===== src/rtl/core/tvs_pkg.sv =====
// Shared codes, register indexes and configuration types of the trilinear volume sampler.
package tvs_pkg;

  localparam int COORD_W     = 32;
  localparam int FRAC_W      = 16;
  localparam int RAW_W       = 16;
  localparam int VAL_W       = 32;
  localparam int INV_W       = 31;
  localparam int QUEUE_DEPTH = 4;

  typedef enum logic [0:0] {
    FUNC_STORE  = 1'b0,
    FUNC_SAMPLE = 1'b1
  } func_t;

  typedef enum logic [1:0] {
    ST_OK       = 2'd0,
    ST_OUTSIDE  = 2'd1,
    ST_BAD_KIND = 2'd2
  } status_t;

  typedef enum logic [1:0] {
    KIND_UNORM8  = 2'd0,
    KIND_UNORM16 = 2'd1,
    KIND_SNORM16 = 2'd2,
    KIND_NONE    = 2'd3
  } kind_t;

  typedef enum logic [2:0] {
    REG_GRID_DIMS = 3'd0,
    REG_KIND      = 3'd1,
    REG_ORIGIN_X  = 3'd2,
    REG_ORIGIN_Y  = 3'd3,
    REG_ORIGIN_Z  = 3'd4,
    REG_INV_X     = 3'd5,
    REG_INV_Y     = 3'd6,
    REG_INV_Z     = 3'd7
  } reg_index_t;

  typedef struct packed {
    logic [COORD_W-1:0] origin;
    logic [INV_W-1:0]   inv_spacing;
  } axis_cfg_t;

endpackage


===== src/rtl/core/tvs_queue.sv =====
// Short FIFO that decouples the front pipeline from the back pipeline.
module tvs_queue #(
  parameter type item_t = logic
) (
  input  logic  clk,
  input  logic  rst,
  input  logic  push_valid,
  output logic  push_ready,
  input  item_t push_item,
  output logic  pop_valid,
  input  logic  pop_ready,
  output item_t pop_item
);
  import tvs_pkg::*;

  localparam int PTR_W = $clog2(QUEUE_DEPTH);
  localparam int CNT_W = PTR_W + 1;

  item_t            slots [QUEUE_DEPTH];
  logic [PTR_W-1:0] wptr, rptr;
  logic [CNT_W-1:0] count;
  logic             do_push, do_pop;

  assign push_ready = count != CNT_W'(QUEUE_DEPTH);
  assign pop_valid  = count != '0;
  assign pop_item   = slots[rptr];
  assign do_push    = push_valid && push_ready;
  assign do_pop     = pop_valid && pop_ready;

  always_ff @(posedge clk) begin
    if (rst) begin
      wptr  <= '0;
      rptr  <= '0;
      count <= '0;
    end else begin
      if (do_push) begin
        wptr <= wptr + 1'b1;
      end
      if (do_pop) begin
        rptr <= rptr + 1'b1;
      end
      count <= count + CNT_W'(do_push) - CNT_W'(do_pop);
    end
  end

  always_ff @(posedge clk) begin
    if (do_push) begin
      slots[wptr] <= push_item;
    end
  end

endmodule


===== config.mk =====
export PLATFORM = sky130hd
export DESIGN_NAME = tvs_queue
export DESIGN_NICKNAME = d
export VERILOG_FILES = /design/src/rtl/core/tvs_pkg.sv /design/src/rtl/core/tvs_queue.sv
export SDC_FILE = /design/constraint.sdc
export NUM_CORES = 1
export LEC_CHECK = 0
export ABC_AREA = 0
export BUFFER_PORTS_ARGS = -buffer_cell sky130_fd_sc_hd__clkbuf_2
export CAP_MARGIN = 20
export CORE_MARGIN = 2
export CORE_UTILIZATION = 45
export DETAILED_ROUTE_END_ITERATION = 7
export HOLD_SLACK_MARGIN = 0.05
export PLACE_DENSITY_LB_ADDON = 0.1
export SLEW_MARGIN = 20
export SYNTH_ARGS = -nofsm -noshare
export SYNTH_HDL_FRONTEND = slang
export SYNTH_SLANG_ARGS = --single-unit

===== constraint.sdc =====
create_clock -name clk -period 5.4 [get_ports clk]
set_input_delay 1.08 -clock clk [delete_from_list [all_inputs] [get_ports clk]]
set_output_delay 1.08 -clock clk [all_outputs]
set_load 0.02 [all_outputs]

==> metrics <==
DR WL/cell 10.8 um; syn avg cell area 11.9 um^2; share of layout cells above drive strength 1 28.1%; CP required 5610 ps; DIE HEIGHT 41.7 um; CTS tree done; P&R area growth vs syn 11.9%; io pins 8; worst path cell trace clkbuf_2 -> a21boi_4 -> inv_1 -> ha_1 -> inv_1 -> ha_1 -> inv_1 -> fa_1 -> xor2_1 -> and2_1 -> nor3_2; setup_tns 0 ps; Post-route DRC 0; RSZ-0062 raised after global routing no; fin crit period 2570 ps; vias in the first global route 391; routability cong. 0.696; Seq cells post-synth 13; Mapped Cells 54; Max-cap violations 0; PwrDens 523 nW/um^2; Compound-Gate Fraction of Synth Area 5.86%; largest net degree at the start of global routing 11; Worst Skew 0.210 ps; Comb pwr share 41.3%; switching power 0.142 mW; combinational family with the most area after synthesis simple AND/OR/NAND/NOR gates; FMAX 389 MHz; Routed Antenna Nets 0; Worst Setup Path Type primary input to flop; CP most frequent cell inv_1; Inserted Clock Buffers 3; global-route wire length before repair 1.60 mm; fill cell count 135; leakage 0.314 nW; Starting Density 48.6%; GRT Total Usage 12.6%; fin crit share 47.6%; Clock Sinks 13; Max-slew headroom 80.6%; H-tree depth 1; Initial DRC Count 11; vias per cell 4.90; status finished, final reports clean; share of total power in sequential cells 42.6%; synth warn 0; Worst path max stage delay 360 ps; sequential element share of the synthesized area 46.9%; Cell variety after synth 22; PostCTS Resize Cnt 0; # rows 13; Clk Latency, worst-skew pair 280 ps; CTS Hold Bufs 0; die area 1740 um^2; antenna diode count 0; Int Pwr 0.233 mW; Max IR drop VDD 206 uV; Die Wd 41.7 um; final setup vio count 0; Clk pwr share 16.1%; Root Buffer clkbuf_4; number of slew-limit violations in the final report 0; PortBufs 7; fin area 717 um^2; Net Sw Frac 37.8%; Synth Area in XOR/XNOR 5.27%; hpwl dp 666 um; Routed WL 857 um; drt first pass iters 4; syn_nets 66; Cell Area, Placed 691 um^2; setup repair bufs after CTS 0; via count 387; CTS Buffer Depth 2; mux share of post-synthesis cell area 7.42%; initial antenna violation count 0; Setup crit end kind flop; Setup crit start kind primary input; Slew @ Worst Pin 287 ps; gr ovfl total 0; CP max stage cell fa_1; adder-cell area share of the yosys netlist 14.8%; CP Max Fanout 7; Synth Cell Area 641 um^2; hold crit path type flop to flop; WP data arrival 2790 ps; Reg clk slew, reported paths 80 ps; Core Area 1320 um^2; fin nets 77; Post-Synth Simple-Gate Area 16.2%; final hold vios 0
[power by group through the flow]
| stage | Clock [mW] | Combinational (mW) | Sequential [mW] |
|---|---|---|---|
| 2_1_floorplan | 0 | 0.127 | 0.155 |
| 4_1_cts | 0.0622 | 0.158 | 0.160 |
| 3_3_place_gp | 0 | 0.153 | 0.162 |
| 6_report | 0.0604 | 0.155 | 0.160 |
| 5_1_grt | 0.0689 | 0.176 | 0.164 |
| 3_5_place_dp | 0 | 0.156 | 0.162 |
[layout make-up]
| cell class | count | area [um^2] | share of cell area, % |
|---|---|---|---|
| clock buffers | 4 | 26.3 | 3.66 |
| flip-flops and latches | 13 | 300 | 41.9 |
| inverters | 5 | 18.8 | 2.62 |
| repair buffers | 7 | 35.0 | 4.89 |
| multi-input cells | 35 | 318 | 44.3 |
| well taps | 15 | 18.8 | 2.62 |
[metal layers]
metal | wire [um] | GRT usage (%) | up-vias
met5 | 0 | 0 | -
li1 | - | - | 197
met2 | 417 | 20.0 | 7
met4 | 17 | 7.74 | 0
met1 | 383 | 13.1 | 180
met3 | 39 | 6.52 | 3
[worst max-delay path: cells and delay by family]
kind	cells	cell delay [ps]
AOI/OAI and AO/OA	1	250
xor gates and xnor gates	1	160
adders and majority gates	3	780
buffers and inverters	4	240
and+or+nand+nor	2	260
[worst paths after layout]
check	start	to	cells past startpoint	slack, ps
worst max-delay path	push_valid	count[2]	11	2830
worst min-delay path	wptr[1]	wptr[1]	2	530
worst max register to register	count[1]	count[2]	11	3130
worst min register to register	wptr[1]	wptr[1]	2	530
[synth_stat cells (all sizes together)]
cell | instances | share of area [%]
o31a | 1 | 1.6
xnor2 | 1 | 2.5
fa | 1 | 3.1
dfxtp | 9 | 28
nor2b | 1 | 0.98
ha | 6 | 12
edfxtp | 4 | 19
mux2i | 1 | 1.6
mux2 | 1 | 2.3
or3 | 1 | 1.2
nor3 | 1 | 1.6
nand2b | 2 | 2.0
o311ai | 1 | 1.4
nand2 | 1 | 0.59
xor2 | 2 | 2.7
inv | 5 | 2.9
a21boi | 1 | 2.9
and2 | 5 | 4.9
clkbuf | 1 | 0.59
nor2 | 8 | 5.1
mux4 | 1 | 3.5
[cells in the final DEF (no fill, tap or decap)]
cell type / count
dfxtp_1: 9
nor2_1: 7
clkbuf_2: 7
ha_1: 6
inv_1: 5
and2_1: 5
edfxtp_1: 4
clkbuf_4: 3
xor2_1: 2
nand2b_1: 2
o31a_2: 1
nor2_2: 1
nand2_1: 1
a21boi_4: 1
mux4_2: 1
or3_2: 1
mux2_4: 1
xnor2_2: 1
nor2b_1: 1
o311ai_1: 1
mux2i_1: 1
nor3_2: 1
fa_1: 1
clkbuf_1: 1
[per-stage QoR]
step	cells	total power [mW]	util (%)	setup WS, ps	hold WS [ps]
after floorplan	54	0.283	-	2730	482
after global placement	75	0.315	52.4	2550	508
after detailed placement	75	0.318	52.4	2530	508
after CTS	79	0.381	54.4	2820	537
after global routing	79	0.409	54.4	2710	571
final	79	0.375	54.4	2830	527
[kinds of logic after synthesis]
kind of cell / Yosys count
simple gates: 19
flops: 13
fa+ha+maj: 7
buf+inv: 6
compound gates: 3
xor+xnor: 3
mux: 3
(Power assumes the default switching activity.)
